[config.mk]
export PLATFORM = sky130hd
export DESIGN_NAME = multiplexed_led_pwm_scanner
export DESIGN_NICKNAME = d
export VERILOG_FILES = /design/src/rtl/mlps_pkg.sv /design/src/rtl/multiplexed_led_pwm_scanner.sv
export SDC_FILE = /design/constraint.sdc
export NUM_CORES = 1
export LEC_CHECK = 0
export BUFFER_PORTS_ARGS = -buffer_cell sky130_fd_sc_hd__buf_2
export CORE_MARGIN = 4
export CORE_UTILIZATION = 60
export CTS_CLUSTER_SIZE = 40
export DETAILED_ROUTE_END_ITERATION = 16
export GPL_ROUTABILITY_DRIVEN = 0
export GPL_TIMING_DRIVEN = 0
export PLACE_DENSITY_LB_ADDON = 0.05
export SLEW_MARGIN = 10
export SYNTH_ARGS = -nofsm -noshare
export SYNTH_HDL_FRONTEND = slang
export SYNTH_SLANG_ARGS = --single-unit
[constraint.sdc]
create_clock -name clk -period 6.55 [get_ports clk]
set_input_delay 0.655 -clock clk [delete_from_list [all_inputs] [get_ports clk]]
set_output_delay 0.655 -clock clk [all_outputs]
set_load 0.02 [all_outputs]
[src/rtl/mlps_pkg.sv]
// ----------------------------------------------------------------------------
// mlps_pkg
// constants and types of the multiplexed led pwm scanner
// ----------------------------------------------------------------------------
package mlps_pkg;

    localparam int NUM_LEDS    = 13;
    localparam int NUM_FRAMES  = 2;
    localparam int STORE_DEPTH = NUM_FRAMES * NUM_LEDS;
    localparam int STORE_AW    = $clog2(STORE_DEPTH);

    localparam int LEVEL_W  = 4;
    localparam int RELOAD_W = 8;
    localparam int LED_W    = 4;
    localparam int INDEX_W  = 5;
    localparam int REFILL_W = 2;
    localparam int HOLD_W   = 8;
    localparam int DATA_W   = 32;
    localparam int ADDR_W   = 3;

    localparam logic [RELOAD_W-1:0] SKIP_RELOAD = RELOAD_W'(256 - 16);
    localparam logic [LEVEL_W-1:0]  FULL_LEVEL  = LEVEL_W'(15);
    localparam logic [RELOAD_W-1:0] PWM_STEPS   = RELOAD_W'(16);

    // input item kinds
    localparam logic MODE_TICK  = 1'b0;
    localparam logic MODE_WRITE = 1'b1;

    // refill request codes
    localparam logic [REFILL_W-1:0] REFILL_NONE  = 2'd0;
    localparam logic [REFILL_W-1:0] REFILL_LOWER = 2'd1;
    localparam logic [REFILL_W-1:0] REFILL_UPPER = 2'd2;

    // register index, taken from paddr[2]
    localparam logic REG_HOLD_A = 1'b0;
    localparam logic REG_HOLD_B = 1'b1;

    typedef struct packed {
        logic [RELOAD_W-1:0] timer_reload;
        logic [LED_W-1:0]    led_select;
        logic                led_lit;
        logic [REFILL_W-1:0] refill_half;
    } mlps_result_t;

endpackage

[src/rtl/multiplexed_led_pwm_scanner.sv]
// ----------------------------------------------------------------------------
// multiplexed_led_pwm_scanner
// one-led-at-a-time pwm scanner with a two-frame brightness store
// ----------------------------------------------------------------------------
//
//  channel | direction | handshake          | payload
//  --------+-----------+--------------------+--------------------------------
//  in      | input     | in_valid/in_stall  | mode, entry_index, brightness
//  out     | output    | out_valid/out_stall| timer_reload, led_select,
//          |           |                    | led_lit, refill_half
//  cfg     | apb slave | psel/penable/pready| hold_sweeps_frame_a/b
//
//  one transaction per cycle on the input while in_stall is low; a tick's
//  result is registered in the output register, or in the skid entry while
//  the output is held, a write gives no result
//  the state update is one short pass: one store read, a subtract, counters
//  output register plus one skid entry; in_stall rises only while the skid
//  entry holds a result, so input and output run at full rate together
//  rst_n clears control state and frame store, both hold registers return to 10
module multiplexed_led_pwm_scanner (
    input  logic                           clk,
    input  logic                           rst_n,
    // input channel
    input  logic                           in_valid,
    output logic                           in_stall,
    input  logic                           mode,
    input  logic [mlps_pkg::INDEX_W-1:0]   entry_index,
    input  logic [mlps_pkg::LEVEL_W-1:0]   brightness,
    // output channel
    output logic                           out_valid,
    input  logic                           out_stall,
    output logic [mlps_pkg::RELOAD_W-1:0]  timer_reload,
    output logic [mlps_pkg::LED_W-1:0]     led_select,
    output logic                           led_lit,
    output logic [mlps_pkg::REFILL_W-1:0]  refill_half,
    // configuration port
    input  logic                           psel,
    input  logic                           penable,
    input  logic                           pwrite,
    input  logic [mlps_pkg::ADDR_W-1:0]    paddr,
    input  logic [mlps_pkg::DATA_W-1:0]    pwdata,
    output logic [mlps_pkg::DATA_W-1:0]    prdata,
    output logic                           pready
);
    import mlps_pkg::*;

    // configuration registers
    logic [HOLD_W-1:0] hold_a_reg;
    logic [HOLD_W-1:0] hold_b_reg;
    logic              cfg_write;

    // scanner state
    logic [LEVEL_W-1:0]  store_reg [STORE_DEPTH];
    logic                off_pending_reg, off_pending_next;
    logic [RELOAD_W-1:0] off_reload_reg, off_reload_next;
    logic [LED_W-1:0]    led_pos_reg, led_pos_next;
    logic                frame_reg, frame_next;
    logic [HOLD_W-1:0]   hold_cnt_reg, hold_cnt_next;

    // output register and skid entry
    logic         out_valid_reg;
    mlps_result_t out_data_reg;
    logic         skid_valid_reg;
    mlps_result_t skid_data_reg;

    logic                in_accept;
    logic                tick;
    logic                store_wr;
    logic                out_fire;
    logic [STORE_AW-1:0] rd_addr;
    logic [LEVEL_W-1:0]  level;
    logic [LED_W:0]      led_inc;
    logic [HOLD_W-1:0]   hold_dec;
    mlps_result_t        res;

    // ------------------------------------------------------------------
    // apb register file, write on the access phase
    // ------------------------------------------------------------------
    assign pready    = 1'b1;
    assign cfg_write = psel && penable && pwrite && pready;

    always_ff @(posedge clk or negedge rst_n)
    begin
        if (!rst_n)
        begin
            hold_a_reg <= HOLD_W'(10);
            hold_b_reg <= HOLD_W'(10);
        end
        else if (cfg_write)
        begin
            if (paddr[2] == REG_HOLD_A)
            begin
                hold_a_reg <= pwdata[HOLD_W-1:0];
            end
            else
            begin
                hold_b_reg <= pwdata[HOLD_W-1:0];
            end
        end
    end

    always_comb
    begin
        if (paddr[2] == REG_HOLD_A)
        begin
            prdata = DATA_W'(hold_a_reg);
        end
        else
        begin
            prdata = DATA_W'(hold_b_reg);
        end
    end

    // ------------------------------------------------------------------
    // handshake: stall only while the skid entry is taken
    // ------------------------------------------------------------------
    assign in_stall  = skid_valid_reg;
    assign in_accept = in_valid && !in_stall;
    assign tick      = in_accept && (mode == MODE_TICK);
    assign store_wr  = in_accept && (mode == MODE_WRITE)
                       && (entry_index < INDEX_W'(STORE_DEPTH));
    assign out_fire  = out_valid_reg && !out_stall;

    // ------------------------------------------------------------------
    // brightness store, 4-bit levels already saturated by the field width
    // ------------------------------------------------------------------
    always_ff @(posedge clk or negedge rst_n)
    begin
        if (!rst_n)
        begin
            for (int i = 0; i < STORE_DEPTH; i++)
            begin
                store_reg[i] <= '0;
            end
        end
        else if (store_wr)
        begin
            store_reg[entry_index[STORE_AW-1:0]] <= brightness;
        end
    end

    // entry of the current led in the frame on show
    assign rd_addr = frame_reg ? STORE_AW'(NUM_LEDS) + STORE_AW'(led_pos_reg)
                               : STORE_AW'(led_pos_reg);
    assign level   = store_reg[rd_addr];
    assign led_inc = {1'b0, led_pos_reg} + 1'b1;
    assign hold_dec = (hold_cnt_reg != '0) ? hold_cnt_reg - 1'b1 : hold_cnt_reg;

    // ------------------------------------------------------------------
    // one tick: on phase or skip, then the off phase that follows it
    // ------------------------------------------------------------------
    always_comb
    begin
        off_pending_next = off_pending_reg;
        off_reload_next  = off_reload_reg;
        led_pos_next     = led_pos_reg;
        frame_next       = frame_reg;
        hold_cnt_next    = hold_cnt_reg;
        res.timer_reload = off_reload_reg;
        res.led_select   = '0;
        res.led_lit      = 1'b0;
        res.refill_half  = REFILL_NONE;

        if (tick)
        begin
            if (!off_pending_reg)
            begin
                // off phase of the led just shown
                off_pending_next = 1'b1;
            end
            else
            begin
                if (level == '0)
                begin
                    res.timer_reload = SKIP_RELOAD;
                end
                else
                begin
                    res.timer_reload = RELOAD_W'(0) - RELOAD_W'(level);
                    off_reload_next  = RELOAD_W'(level) - PWM_STEPS;
                    res.led_select   = led_pos_reg;
                    res.led_lit      = 1'b1;
                end
                // full level keeps the led on, no off phase
                if ((level != '0) && (level != FULL_LEVEL))
                begin
                    off_pending_next = 1'b0;
                end

                if (led_inc >= (LED_W+1)'(NUM_LEDS))
                begin
                    // end of a sweep
                    led_pos_next  = '0;
                    hold_cnt_next = hold_dec;
                    if (hold_dec == '0)
                    begin
                        frame_next = ~frame_reg;
                        if (frame_reg)
                        begin
                            res.refill_half = REFILL_UPPER;
                            hold_cnt_next   = hold_a_reg;
                        end
                        else
                        begin
                            res.refill_half = REFILL_LOWER;
                            hold_cnt_next   = hold_b_reg;
                        end
                    end
                end
                else
                begin
                    led_pos_next = led_inc[LED_W-1:0];
                end
            end
        end
    end

    always_ff @(posedge clk or negedge rst_n)
    begin
        if (!rst_n)
        begin
            off_pending_reg <= 1'b0;
            off_reload_reg  <= '0;
            led_pos_reg     <= '0;
            frame_reg       <= 1'b0;
            hold_cnt_reg    <= '0;
        end
        else
        begin
            off_pending_reg <= off_pending_next;
            off_reload_reg  <= off_reload_next;
            led_pos_reg     <= led_pos_next;
            frame_reg       <= frame_next;
            hold_cnt_reg    <= hold_cnt_next;
        end
    end

    // ------------------------------------------------------------------
    // result register with skid entry
    // ------------------------------------------------------------------
    always_ff @(posedge clk or negedge rst_n)
    begin
        if (!rst_n)
        begin
            out_valid_reg  <= 1'b0;
            skid_valid_reg <= 1'b0;
        end
        else if (skid_valid_reg)
        begin
            // no new transaction while the skid entry is full
            if (out_fire)
            begin
                skid_valid_reg <= 1'b0;
            end
        end
        else if (!out_valid_reg || out_fire)
        begin
            out_valid_reg <= tick;
        end
        else if (tick)
        begin
            skid_valid_reg <= 1'b1;
        end
    end

    always_ff @(posedge clk)
    begin
        if (skid_valid_reg)
        begin
            if (out_fire)
            begin
                out_data_reg <= skid_data_reg;
            end
        end
        else if (!out_valid_reg || out_fire)
        begin
            out_data_reg <= res;
        end
        else if (tick)
        begin
            skid_data_reg <= res;
        end
    end

    assign out_valid    = out_valid_reg;
    assign timer_reload = out_data_reg.timer_reload;
    assign led_select   = out_data_reg.led_select;
    assign led_lit      = out_data_reg.led_lit;
    assign refill_half  = out_data_reg.refill_half;

endmodule

Word level (Yosys, flattened, before mapping)
Cells that the tools add are included.
{ "word_totals": {"regBits": 174, "word_cells": 118} }
{ "op_classes": {"addsub": 5, "n_eq_ne": 2, "n_reduce_logical": 27, "n_bitwise": 8, "muxes": 28, "order_cmp": 5} }
{ "op_table": {"columns": ["op", "n"], "rows": [
  ["$bwmux W104", 1],
  ["$mux W15", 5],
  ["$mux W8", 5],
  ["$bmux W4 S5", 1],
  ["$demux W4 S5", 1],
  ["$mux W4", 4],
  ["$ge A6 B6 Y1 const B", 2],
  ["$not A5 Y6", 2],
  ["$mux W5", 2],
  ["$reduce_and A2 Y1", 5],
  ["$logic_and A1 B1 Y1", 9],
  ["$reduce_and A3 Y1", 3],
  ["$logic_not A8 Y1", 1],
  ["$reduce_bool A8 Y1", 1],
  ["$sub A8 B1 Y8 const B", 1],
  ["$lt A6 B1 Y1 const B", 1],
  ["$mux W1", 6],
  ["$mux W2", 3],
  ["$not A1 Y1", 6],
  ["$sub A4 B5 Y6 const B", 1],
  ["$add A4 B1 Y5 const B", 1],
  ["$add A4 B4 Y5 const A", 1],
  ["$ge A5 B4 Y1 const B", 1],
  ["$lt A5 B5 Y1 const B", 1],
  ["9 further kinds", 11]
]} }

Depth between registers and ports, before layout
{ "depth": {"ltp_word": 12, "depth_mapped": 17, "ltp_nobuf": 13} }

Worst setup path after synthesis
No wires, ideal clock.
{ "synth_timing": {"path_kind": "reg2reg", "from": "register led_pos_reg[1]", "to": "register out_data_reg (netlist bit led_select[2]), data pin", "t_required_ns": 6.296, "setup_slack_ns": 2.656, "period_less_slack_ns": 3.894, "setup_ns": 0.254, "t_arrival_ns": 3.640, "n_path_buf": 4, "path_stages_with_launch": 16, "cell_sequence": "dfrtp_1 buf_6 buf_4 inv_1 ha_1 buf_2 mux4_2 mux2i_1 o221ai_2 or4_4 clkinv_2 ha_1 a31oi_2 buf_6 and2_4 a21o_1"} }
{ "synth_rtl": {"columns": ["item", "line", "source"], "rows": [
  ["from (decl)", "multiplexed_led_pwm_scanner.sv:56", "logic [LED_W-1:0] led_pos_reg, led_pos_next;"],
  ["from (signal assigned)", "multiplexed_led_pwm_scanner.sv:232", "led_pos_reg <= led_pos_next;"],
  ["to (signal assigned)", "multiplexed_led_pwm_scanner.sv:272", "out_data_reg <= skid_data_reg;"],
  ["to (signal assigned)", "multiplexed_led_pwm_scanner.sv:277", "out_data_reg <= res;"],
  ["to (decl)", "multiplexed_led_pwm_scanner.sv:62", "mlps_result_t out_data_reg;"]
]} }

==> flow_summary.ini <==
[layout]
fill_cells = 1058
stdcell_area_um2 = 10100
syn_to_final_growth_pct = 13.7
layout-drive-gt1-share_pct = 39.3
final_nets = 851
largest_register_ffs = 104
antenna_cells_inserted = 0
final-instance-count-excl-fill = 991

[sta]
final_hold_viol_count = 0
finalWorstPathRequiredPeriod_ns = 4.96
post-route-worst-setup-slack_ns = 1.59
rsz0062_at_grt = no
report.final.slew_viol_count = 0
finalSetupTns_ns = 0
worstMarginPinSlew_ns = 1.23
fmax_mhz = 202
finClkSkew_ns = 0.0140
relative_max_transition_margin_pct = 17.4
share_of_the_cycle_needed_by_the_critical_path_after_routing_pct = 75.8
setup_violations = 0

[clock_network]
cts_tree = yes
post_cts_resize_count = 0
cts.sinks = 165
ctsHtreeMaxLevel = 4
tritoncts.num_buffers = 17
max-clock-path-buffers = 2
cts_hold_repair.buffers = 0
clkTransAtPathRegs_ns = 0.07
postCtsSetupRepairBufs = 0
clkLatencyLatePin_ns = 0.44
cts_root_buffer = sky130_fd_sc_hd__clkbuf_16

[worst_setup_path]
worstPathBufferInverterCount = 8
reg2reg_from = led_pos_reg[1]
cpLargestDelayFamily = buffers and inverters
critPathRequiredTime_ns = 6.74
critical_path.endpoint_type = register
worstPathCellList = buf_6 > buf_4 > inv_1 > ha_1 > buf_2 > buf_6 > buf_4 > mux4_2 > mux2i_1 > o22ai_1 > a41o_1 > inv_1 > ha_1 > a31oi_2 > buf_6 > and2_4 > a21o_1
cp_slowest_stage_delay_ns = 0.58
critical_path_peak_fanout = 10
crit_slowest_cell = sky130_fd_sc_hd__dfrtp_1
worst_setup_path_startpoint = led_pos_reg[1]
crit_type = register to register
crit_arrival_ns = 5.15
critPathMostFrequentCell = sky130_fd_sc_hd__buf_6
cp-start-kind = register

[power_and_ir_drop]
internal_power_mw = 2.53
p_switching_mw = 1.46
p_clk_share_pct = 26.2
worst_vdd_drop_uv = 317
powerDensity_nw_per_um2 = 394
seqPwrFrac_pct = 34.1
power.static_leakage_nw = 4.53
power_switching_share_pct = 36.6
share_comb_of_total_power_pct = 39.6

[logic_synthesis]
synthMostInstantiatedCell = sky130_fd_sc_hd__dfrtp_1
syn_inst = 702
synth_top_flop_cell = sky130_fd_sc_hd__dfrtp_1
synth_async_sr_flop_share_pct = 85.5
synth.lib_cells_used.distinct = 79
warnings_from_yosys = 0
top_cells_by_count_synth = 137 x sky130_fd_sc_hd__dfrtp_1, 135 x sky130_fd_sc_hd__mux2_2, 41 x sky130_fd_sc_hd__nand2_1
number_of_enable_flip_flop_cells_after_synthesis = 24
synthesis.area_um2 = 8920
synth.ff_latch_count = 165
synth_top_cell_by_area = sky130_fd_sc_hd__dfrtp_1
syn_avg_cell_area_um2 = 12.7
post-synth-top-area-fraction_pct = 38.4
seq_area_frac_synth_pct = 47.7
synth.area.top_cells = sky130_fd_sc_hd__dfrtp_1 38%, sky130_fd_sc_hd__mux2_2 17%, sky130_fd_sc_hd__edfxtp_1 8.1%

[placed_design]
hpwlAfterDp_mm = 15.8
post_placement_worst_setup_slack_ns = 1.55
place.detailed.instances = 959
postPlaceCellArea_um2 = 9520
port_buffers = 49

[floorplan]
rows = 44
floorplan.die.width_um = 130
initial_core_util_pct = 61.4
floorplan.die_area_um2 = 16900
io_pins = 102
floorplan.core_area_um2 = 14500
dieHeight_um = 130

[flow_run]
drv_cap = 0

[global_routing]
first_global_vias = 6384
grt_antenna_before_repair = 0
grt_pass1_wl_mm = 35.1
largest_net_degree_at_the_start_of_global_routing = 76
grt.overflow.total = 0
grt_usage_pct = 27.7

[routing]
ant_nets = 0
detail_route.drc_violations = 0
vias_per_cell = 6.29
drt-initial-drc-count = 461
detailedRoute.firstPassIterationCount = 5
route.vias.total = 6231
avgRoutedWirePerCell_um = 22.2
detailed_route_wire_length_mm = 22.0

[min_path]
min-delay-path-class = input pin to asynchronous set/reset pin

[run_status]
outcome = completed
==> power groups by stage <==
stage | sequential, mW | clock [mW] | combinational [mW]
6_report | 1.36 | 1.05 | 1.58
5_1_grt | 1.38 | 1.10 | 1.71
4_1_cts | 1.36 | 1.06 | 1.58
3_5_place_dp | 1.38 | 0 | 1.57
3_3_place_gp | 1.36 | 0 | 1.53
2_1_floorplan | 1.37 | 0 | 1.15
==> routing by layer <==
metal	vias to the layer above	GRT usage, %	wire length [um]
li1	2748	-	-
met1	3143	37.6	9150
met2	296	44.1	10500
met3	44	6.47	1910
met4	0	10.1	521
met5	-	0	0
==> path summary, 6_finish.rpt <==
kind,to,slack [ns],cells after the start
max in group asynchronous,hold_a_reg[3],5.49,2
min reg2reg,off_reload_reg[6],0.47,1
max,led_select[2],1.59,17
min,store_reg[16],0.23,1
max reg2reg,led_select[2],1.59,17
min in group clk,hold_a_reg[2],0.46,2
==> final cells by class <==
cell class / count / area (um^2) / area share [%]
flip-flops and latches: 165 / 4250 / 42.0
clock buffers: 17 / 425 / 4.20
clock inverters: 15 / 190 / 1.88
repair buffers: 50 / 279 / 2.75
multi-input cells: 477 / 4280 / 42.2
well taps: 184 / 230 / 2.27
inverters: 16 / 61.3 / 0.605
plain buffers: 67 / 417 / 4.11
==> cells by family (layout without fill, tap and decap cells) <==
logic type,Yosys count,after routing,synth area share [%]
xor+xnor,9,9,0.968
buf+inv,83,165,5.36
other cells,2,25,0.0842
fa+ha+maj,5,5,0.702
compound gates,87,87,7.34
flops,165,165,47.7
simple gates,156,156,9.15
mux,195,195,28.7
==> placed cells by master (no fill, tap or decap), types with 4 or more instances in the layout <==
| master | instances |
|---|---|
| sky130_fd_sc_hd__a21o_1 | 8 |
| sky130_fd_sc_hd__a21oi_1 | 16 |
| sky130_fd_sc_hd__a31oi_1 | 4 |
| sky130_fd_sc_hd__and2_1 | 7 |
| sky130_fd_sc_hd__and3b_1 | 5 |
| sky130_fd_sc_hd__buf_2 | 51 |
| sky130_fd_sc_hd__buf_4 | 33 |
| sky130_fd_sc_hd__buf_6 | 6 |
| sky130_fd_sc_hd__clkbuf_1 | 25 |
| sky130_fd_sc_hd__clkbuf_16 | 17 |
| sky130_fd_sc_hd__conb_1 | 25 |
| sky130_fd_sc_hd__dfrtp_1 | 137 |
| sky130_fd_sc_hd__dfstp_2 | 4 |
| sky130_fd_sc_hd__edfxtp_1 | 24 |
| sky130_fd_sc_hd__ha_1 | 5 |
| sky130_fd_sc_hd__inv_1 | 14 |
| sky130_fd_sc_hd__inv_6 | 8 |
| sky130_fd_sc_hd__mux2_2 | 135 |
| sky130_fd_sc_hd__mux2i_1 | 24 |
| sky130_fd_sc_hd__mux4_2 | 31 |
| sky130_fd_sc_hd__nand2_1 | 41 |
| sky130_fd_sc_hd__nand2b_1 | 7 |
| sky130_fd_sc_hd__nand3_1 | 9 |
| sky130_fd_sc_hd__nand3b_1 | 4 |
| sky130_fd_sc_hd__nor2_1 | 40 |
| sky130_fd_sc_hd__nor3_1 | 9 |
| sky130_fd_sc_hd__nor3b_1 | 5 |
| sky130_fd_sc_hd__nor4_1 | 4 |
| sky130_fd_sc_hd__o21ai_0 | 16 |
| sky130_fd_sc_hd__o22ai_1 | 7 |
| sky130_fd_sc_hd__or2_2 | 5 |
| sky130_fd_sc_hd__xnor2_1 | 5 |
==> through the flow <==
step | hold slack, ns | power (mW) | utilization (%)
2_1_floorplan | 0.359 | 2.51 | -
3_3_place_gp | 0.445 | 2.89 | 65.2
3_5_place_dp | 0.462 | 2.95 | 65.5
4_1_cts | 0.250 | 4.00 | 69.7
5_1_grt | 0.277 | 4.19 | 69.8
6_report | 0.233 | 3.99 | 69.8
Note: power is estimated with default switching activity, not from simulation.
